===== config.mk =====
export PLATFORM = sky130hd
export DESIGN_NAME = sspq_cell
export DESIGN_NICKNAME = d
export VERILOG_FILES = /design/src/sspq_pkg.sv /design/src/sspq_cell.sv
export SDC_FILE = /design/constraint.sdc
export NUM_CORES = 1
export LEC_CHECK = 0
export BUFFER_PORTS_ARGS = -buffer_cell sky130_fd_sc_hd__buf_4
export CORE_MARGIN = 5
export CORE_UTILIZATION = 36
export DETAILED_ROUTE_END_ITERATION = 6
export HOLD_SLACK_MARGIN = 0.08
export PLACE_DENSITY_LB_ADDON = 0.12
export SETUP_SLACK_MARGIN = 0.3
export SLEW_MARGIN = 40
export SYNTH_ARGS = -nofsm -noshare
export SYNTH_HDL_FRONTEND = slang
export SYNTH_SLANG_ARGS = --single-unit

===== constraint.sdc =====
create_clock -name clk -period 3.39 [get_ports clk]
set_input_delay 0.678 -clock clk [delete_from_list [all_inputs] [get_ports clk]]
set_output_delay 0.678 -clock clk [all_outputs]
set_load 0.05 [all_outputs]

===== src/sspq_pkg.sv =====
package sspq_pkg;

  // Request kinds
  localparam logic KIND_INSERT = 1'b0;
  localparam logic KIND_POP    = 1'b1;

  // Response status codes
  localparam logic [1:0] ST_INSERTED  = 2'd0;
  localparam logic [1:0] ST_POPPED    = 2'd1;
  localparam logic [1:0] ST_UNDERFLOW = 2'd2;
  localparam logic [1:0] ST_OVERFLOW  = 2'd3;

  typedef struct packed {
    logic        kind;
    logic [7:0]  priority_req;
    logic [9:0]  depth;
    logic [35:0] board_key;
  } req_t;

  typedef struct packed {
    logic [1:0]  status;
    logic [7:0]  out_priority;
    logic [9:0]  out_depth;
    logic [35:0] out_board;
    logic [6:0]  entry_count;
    logic        is_empty;
    logic [7:0]  front_priority;
    logic [9:0]  front_depth;
  } rsp_t;

  // One stored search node
  typedef struct packed {
    logic        valid;
    logic [7:0]  pri;
    logic [9:0]  depth;
    logic [35:0] board;
  } entry_t;

  // Broadcast from the controller to every cell
  typedef struct packed {
    logic   ins;
    logic   pop;
    entry_t ent;
  } cell_ctrl_t;

endpackage


===== src/sspq_cell.sv =====
module sspq_cell (
  input  logic                  clk,
  input  logic                  rst,
  input  sspq_pkg::cell_ctrl_t  ctrl,
  input  sspq_pkg::entry_t      prev,
  input  logic                  prev_goes,
  input  sspq_pkg::entry_t      succ,
  output sspq_pkg::entry_t      cur,
  output logic                  goes,
  output sspq_pkg::entry_t      nxt
);
  import sspq_pkg::*;

  entry_t slot;

  // New entry belongs at or before this slot (strict compare keeps ties stable)
  assign goes = !slot.valid || (slot.pri > ctrl.ent.pri);

  // Shift right on insert, shift left on pop
  always_comb begin
    nxt = slot;
    if (ctrl.ins) begin
      if (prev_goes) begin
        nxt = prev;
      end else if (goes) begin
        nxt = ctrl.ent;
      end
    end else if (ctrl.pop) begin
      nxt = succ;
    end
  end

  always_ff @(posedge clk) begin
    if (rst) begin
      slot.valid <= 1'b0;
    end else begin
      slot.valid <= nxt.valid;
    end
    slot.pri   <= nxt.pri;
    slot.depth <= nxt.depth;
    slot.board <= nxt.board;
  end

  assign cur = slot;

endmodule


Word-level counts from Yosys, hierarchy flattened
Index checks and enable logic that the tools add are counted.
{"block": "totals", "regBits": 55, "in_bits": 170, "output_inout_bits": 111, "word_cells": 11}
{"block": "classes", "n_lt_le_gt_ge": 1, "mux": 4, "reduce_logical": 2}
{"operator": "two-way mux 55 bit", "n": 4}
{"operator": "> comparator 8 bit", "n": 1}
{"operator": "logical NOT 1 bit", "n": 1}
{"operator": "logical OR 1 bit", "n": 1}

Longest topological paths before layout
Gate-level depths: netlist of the first run.
{"block": "depth", "word_depth": 5, "mapped_depth": 9, "mapped_depth_nobuf": 7}

Worst setup path after synthesis of the first run
OpenSTA, ideal clock, no wires.
{"block": "synth_timing", "path_kind": "in2out", "startpoint": "input ctrl[53] (netlist name)", "endpoint": "output nxt[49] (netlist name)", "t_arrival_ps": 2918, "required_ps": 2712, "slack_ps": -206, "cell_stages": 9, "cell_sequence": "inv_1 > ha_1 > and3_4 > a221o_1 > o21ai_2 > buf_6 > buf_6 > nand3_1 > a31oi_1"}
{"element": "start, declared", "line_no": "sspq_cell.sv:4", "text": "input sspq_pkg::cell_ctrl_t ctrl,"}
{"element": "end, declared", "line_no": "sspq_cell.sv:10", "text": "output sspq_pkg::entry_t nxt"}

==> flow_summary.ini, run 1 <==
[die]
core_um2 = 11300
row_count = 39
pin_count = 281
die-area_um2 = 13700
die_w_um = 117
die_h_um = 117
initial_core_util = 0.365

[final_layout]
design_area_um2 = 8930
final_layout_size_suffix_gt1_frac = 0.567
antennaDiodeCount = 0
layout.nets = 1053
largest_reg_flops = 55
final_cells = 1019
areaGrowthSynthToFinish_pct = 116

[sta]
slew_headroom = 0.663
clock_skew_ns = 0.00555
post-route-period-util = 0.981
hold_violations = 0
slew_violations = 0
totalNegativeSetupSlack_ns = 0
tightest_slew_ns = 0.506
max_freq_mhz = 301
finalCriticalPeriod_ns = 3.33
final-setup-viol-count = 0
rsz0062_at_grt = true

[critical_path]
critPathCaptureType = primary output
path_class = input pin to primary output
critPathRequiredTime_ns = 2.71
reg2reg_from = cur[46]$_DFF_P_
regToRegSetupSlack_ns = 1.10
crit_path_max_fanout = 28
cp.depth = 11
worstSetupStartpointType = input pin
cp_slowest_cell = ha_4
slowest_delay_ns = 0.25
worstReg2RegEnd = cur[15]$_DFF_P_
cp.arrival_ns = 2.65
cp_top_family = compound AO/OA/AOI/OAI gates
crit_buf_inv = 5
reg2regPathDepth = 10
worstPathCellList = buf_8, inv_4, ha_4, and3_4, a221o_1, o21a_4, buf_12, o21ai_1, buf_4, a31oi_4, buf_6

[power]
p_seq_frac = 0.208
sw_frac_of_total = 0.484
p_clk_frac = 0.129
comb_power_share = 0.663
p_int_uw = 2150
peakVddDrop_mv = 0.331
p_leak_uw = 0.00369
p_per_area_nw_per_um2 = 467
netSwitchingPower_uw = 2020

[grt]
grt_pass1_vias = 5908
grt.met3_usage = 0.0771
grt_start_max_net_pins = 47
grt.busiest_layer = met2
grt_usage = 0.288
grt_pass1_wl_mm = 31.0
grt_use_met1 = 0.329
met2_usage = 0.503
antenna_found_initial = 0
overflow = 0

[placement]
dpl.cell_count = 981
dp_hpwl_mm = 14.0
port_buffers = 280
gp_congestion = 0.853
placed_cell_area_um2 = 7360

[clock_network]
clk_latency_ns = 0.31
postCtsHoldBufs = 0
cts_buffers = 5
tritoncts = built
h-tree-depth = 2
clock-root-buffer = clkbuf_16
numClockSinks = 55
max-clock-path-buffers = 2
cts.reportedPaths.clkPinSlew_ns = 0.08

[logic_synthesis]
yosys_warnings = 0
ys_ff_latch = 55
synth_compound_area_frac = 0.245
yosys.area_share.xor_xnor = 0
avgSynthCellArea_um2 = 7.16
ys_types = 31
synthesis.nets = 755
synth_mux_area_frac = 0.133
synth-simple-area-share = 0.258
synth_top_family_by_area = simple AND/OR/NAND/NOR gates
synth.yosys.seq_area_share = 0.266
synthAdderAreaFrac = 0.0242
syn_area_um2 = 4130
netlist_instances = 577

[routing]
via_per_inst = 5.71
firstDrtPassIters = 6
drtIter0Drc = 376
vias = 5821
ant_nets = 0
wl_mm = 21.7
drc_errors = 0
wl_per_cell_um = 21.3

[min_path]
hp-class = flop to flop
holdPathEnd = cur[36]$_DFF_P_
holdPathStages = 2
hp-start = cur[36]$_DFF_P_

[job]
cap_viol_max_count = 0

[run_status]
outcome = complete, no violations
[cells in the mapped netlist]
cell | n | area [um^2]
o21a_2 | 1 | 8.76
nor2b_1 | 1 | 6.26
a21oi_1 | 55 | 275
o32ai_1 | 1 | 8.76
buf_4 | 5 | 37.5
buf_2 | 12 | 60.1
nand3b_1 | 1 | 7.51
inv_1 | 9 | 33.8
a31oi_1 | 54 | 338
a31oi_4 | 2 | 42.5
ha_1 | 8 | 100
o21ai_1 | 18 | 90.1
and3_4 | 1 | 11.3
buf_1 | 1 | 3.75
o22ai_1 | 1 | 6.26
a211oi_1 | 1 | 7.51
a221o_1 | 1 | 10.0
a31o_4 | 1 | 17.5
clkbuf_1 | 29 | 109
nand2_1 | 3 | 11.3
mux2i_1 | 55 | 551
a21o_1 | 1 | 7.51
nand4_2 | 1 | 12.5
nand2b_1 | 55 | 344
o21ai_0 | 36 | 180
dfxtp_1 | 55 | 1100
nor2_1 | 108 | 405
o211ai_2 | 1 | 12.5
nand3_1 | 54 | 270
buf_6 | 5 | 56.3
o21ai_2 | 1 | 8.76
[power groups by stage]
stage	clock network, uW	registers, uW	logic, uW
floorplan	0	1150	1130
global placement	0	834	2130
detailed placement	0	841	2150
CTS	551	843	2580
global route	580	879	2880
finish	538	866	2760
[placed cells by master (no fill, tap or decap), types with 2 or more instances in the layout]
cell and n:
a21oi_1 54, a31oi_4 56, buf_12 16, buf_16 10
buf_4 251, buf_6 56, buf_8 7, clkbuf_1 2
clkbuf_16 7, dfxtp_1 50, dfxtp_2 5, ha_1 2
ha_4 6, inv_1 5, inv_2 2, inv_4 2
mux2i_1 55, nand2_1 3, nand2b_1 55, nand3_1 12
nand3_2 19, nand3_4 23, nor2_1 108, o21ai_0 6
o21ai_1 23, o21ai_2 21, o21ai_4 5
[per-stage QoR]
step	util	setup WS [ns]	total power (uW)	hold WS [ns]
global route	0.789	0.000677	4340	0.577
detailed placement	0.650	-0.0365	3000	0.561
global placement	0.650	0.0149	2960	0.550
CTS	0.748	0.110	3970	0.547
floorplan	-	0.115	2280	0.796
finish	0.789	0.0647	4170	0.546
[cells by family after synthesis]
logic type | Yosys count
muxes | 55
AOI/OAI and AO/OA | 174
DFF | 55
and+or+nand+nor | 224
buffers and inverters | 61
adders and majority gates | 8
[cell type report]
type                            instances  area [um^2]
Clock buffer                            7          133
Clock inverter                          1         5.00
Fill cell                             737         2390
Inverter                                9         38.8
Multi-Input combinational cell        461         4170
Sequential cell                        55         1110
Tap cell                              143          179
Timing Repair Buffer                  343         3300
[what timing repair did]
action	in CTS	in global routing
resized for setup	149	79
pin swaps	24	31
cloned	9	2
setup buffers	14	5
endpoints found under the setup margin	55	55
[routing by layer]
| layer | share of wire | wire length, um |
|---|---|---|
| met5 | 0 | 0 |
| met4 | 0.039 | 849 |
| met2 | 0.52 | 11300 |
| met1 | 0.35 | 7660 |
| met3 | 0.089 | 1940 |
[tightest hold or removal path: cells and delay by family, from the launching register on]
kind               cells  cell delay [ns]
and+or+nand+nor        1             0.08
AOI/OAI and AO/OA      1             0.08
DFF                    1             0.34
[worst max path at each step]
stage               startpoint  endpoint  slack, ns
floorplan             ctrl[53]   nxt[49]       0.12
global placement      ctrl[53]   nxt[44]       0.01
detailed placement    ctrl[53]   nxt[47]      -0.04
CTS                   ctrl[52]   nxt[42]       0.11
global route          ctrl[53]   nxt[42]     0.0007
finish                ctrl[53]   nxt[42]       0.06
Note: power is estimated with default switching activity, not from simulation.
==> inputs of run 2 (changes only) <==
Settings changed: CTS_CLUSTER_SIZE from default to 12, MAX_ROUTING_LAYER from default to met4.
Clock period 3.39 ns to 4 ns, I/O delays scaled along.
==> flow_summary.ini, run 2 (synthesis results as in run 1) <==
[sta]
hold_violations = 0
tightest_slew_ns = 0.737
max_freq_mhz = 281
rsz0062_at_grt = true
totalNegativeSetupSlack_ns = 0
slew_violations = 0
post-route-period-util = 0.890
final-setup-viol-count = 0
clock_skew_ns = 0.00816
finalCriticalPeriod_ns = 3.56
slew_headroom = 0.509

[grt]
grt_usage = 0.248
grt_pass1_vias = 5266
overflow = 0
antenna_found_initial = 0
grt_pass1_wl_mm = 26.1
grt_start_max_net_pins = 69

[critical_path]
critPathCaptureType = primary output
cp.arrival_ns = 2.76
critPathRequiredTime_ns = 3.20
regToRegSetupSlack_ns = 1.87
worstReg2RegEnd = cur[16]$_DFF_P_
reg2regPathDepth = 7
worstSetupStartpointType = input pin
path_class = input pin to primary output
reg2reg_from = cur[52]$_DFF_P_
crit_path_max_fanout = 20

[clock_network]
postCtsHoldBufs = 0
numClockSinks = 55
max-clock-path-buffers = 2
cts_buffers = 5
cts.reportedPaths.clkPinSlew_ns = 0.08
tritoncts = built
clock-root-buffer = clkbuf_16
h-tree-depth = 2
clk_latency_ns = 0.30

[die]
core_um2 = 11300
die_w_um = 117
row_count = 39
pin_count = 281
die-area_um2 = 13700
initial_core_util = 0.365
die_h_um = 117

[final_layout]
multi_input_area_um2 = 3050
fill_cells = 1022
layout.nets = 1001
mostFrequentLayoutCell = buf_4
areaGrowthSynthToFinish_pct = 63.8
seq_area_um2 = 1100
layout_common_cells = buf_4, nor2_1
final_cells = 967
largest_reg_flops = 55
final_layout_size_suffix_gt1_frac = 0.432
antennaDiodeCount = 0

[power]
peakVddDrop_mv = 0.298
p_leak_uw = 0.00307
p_per_area_nw_per_um2 = 411

[routing]
via_per_inst = 5.41
ant_nets = 0
vias = 5235
firstDrtPassIters = 7
wl_per_cell_um = 17.9
wl_mm = 17.3
drc_errors = 0
drtIter0Drc = 319

[job]
cap_viol_max_count = 0

[min_path]
holdPathEnd = cur[31]$_DFF_P_
hp-class = flop to flop
hp-start = cur[31]$_DFF_P_
holdPathStages = 2

[placement]
dpl.cell_count = 959
dp_hpwl_mm = 12.6
gp_congestion = 0.836
port_buffers = 280

[run_status]
outcome = complete, no violations
[run 2: layout make-up]
cell class                      count  area share
Clock buffer                        5      0.0185
Clock inverter                      3     0.00296
Inverter                            9     0.00499
Multi-Input combinational cell    461       0.450
Sequential cell                    55       0.163
Tap cell                          143      0.0264
Timing Repair Buffer              291       0.335
[run 2: how the worst max path moves through the flow]
stage	startpoint	to	slack (ns)
2_1_floorplan	ctrl[53]	nxt[47]	0.34
3_3_place_gp	ctrl[53]	nxt[39]	0.39
3_5_place_dp	ctrl[53]	nxt[39]	0.37
4_1_cts	ctrl[49]	nxt[53]	0.36
5_1_grt	ctrl[49]	nxt[47]	0.30
6_report	ctrl[52]	nxt[16]	0.44
[run 2: routing by layer]
layer	part of all wire	GRT usage	wire [um]	vias to the layer above
met5	0	-	0	-
met4	0.024	0.0841	414	0
met3	0.081	0.0566	1410	24
met2	0.52	0.436	8940	209
met1	0.38	0.277	6540	2468
li1	-	-	-	2534
[run 2: metrics by stage]
stage               area (um^2)  setup WS [ns]  total power, uW  hold slack [ns]   util
floorplan                  4440          0.340             1800            0.895      -
global placement           6620          0.389             2300            0.522  0.585
CTS                        6770          0.364             2800            0.545  0.598
detailed placement         6620          0.371             2330            0.533  0.585
finish                     6770          0.441             2780            0.542  0.598
global route               6770          0.297             2920            0.567  0.598
[run 2: what timing repair did]
action	CTS	global route
endpoints found under the hold margin	0	0
setup endpoints to repair	0	28
buffers inserted	0	0
resized for setup	0	3
[run 2: worst max-delay path, cell delays in order]
cell and delay [ns]:
buf_4 0.09, inv_1 0.04, ha_1 0.30, and3_4 0.19, a221o_1 0.39, o21a_2 0.16
buf_4 0.22, o21ai_0 0.24, a31oi_2 0.12, buf_4 0.20
[run 2: power breakdown]
group | leakage (uW) | internal [uW] | switching, uW
clock network | 0.0000658 | 232 | 235
logic | 0.00254 | 541 | 1080
registers | 0.000463 | 629 | 68.7
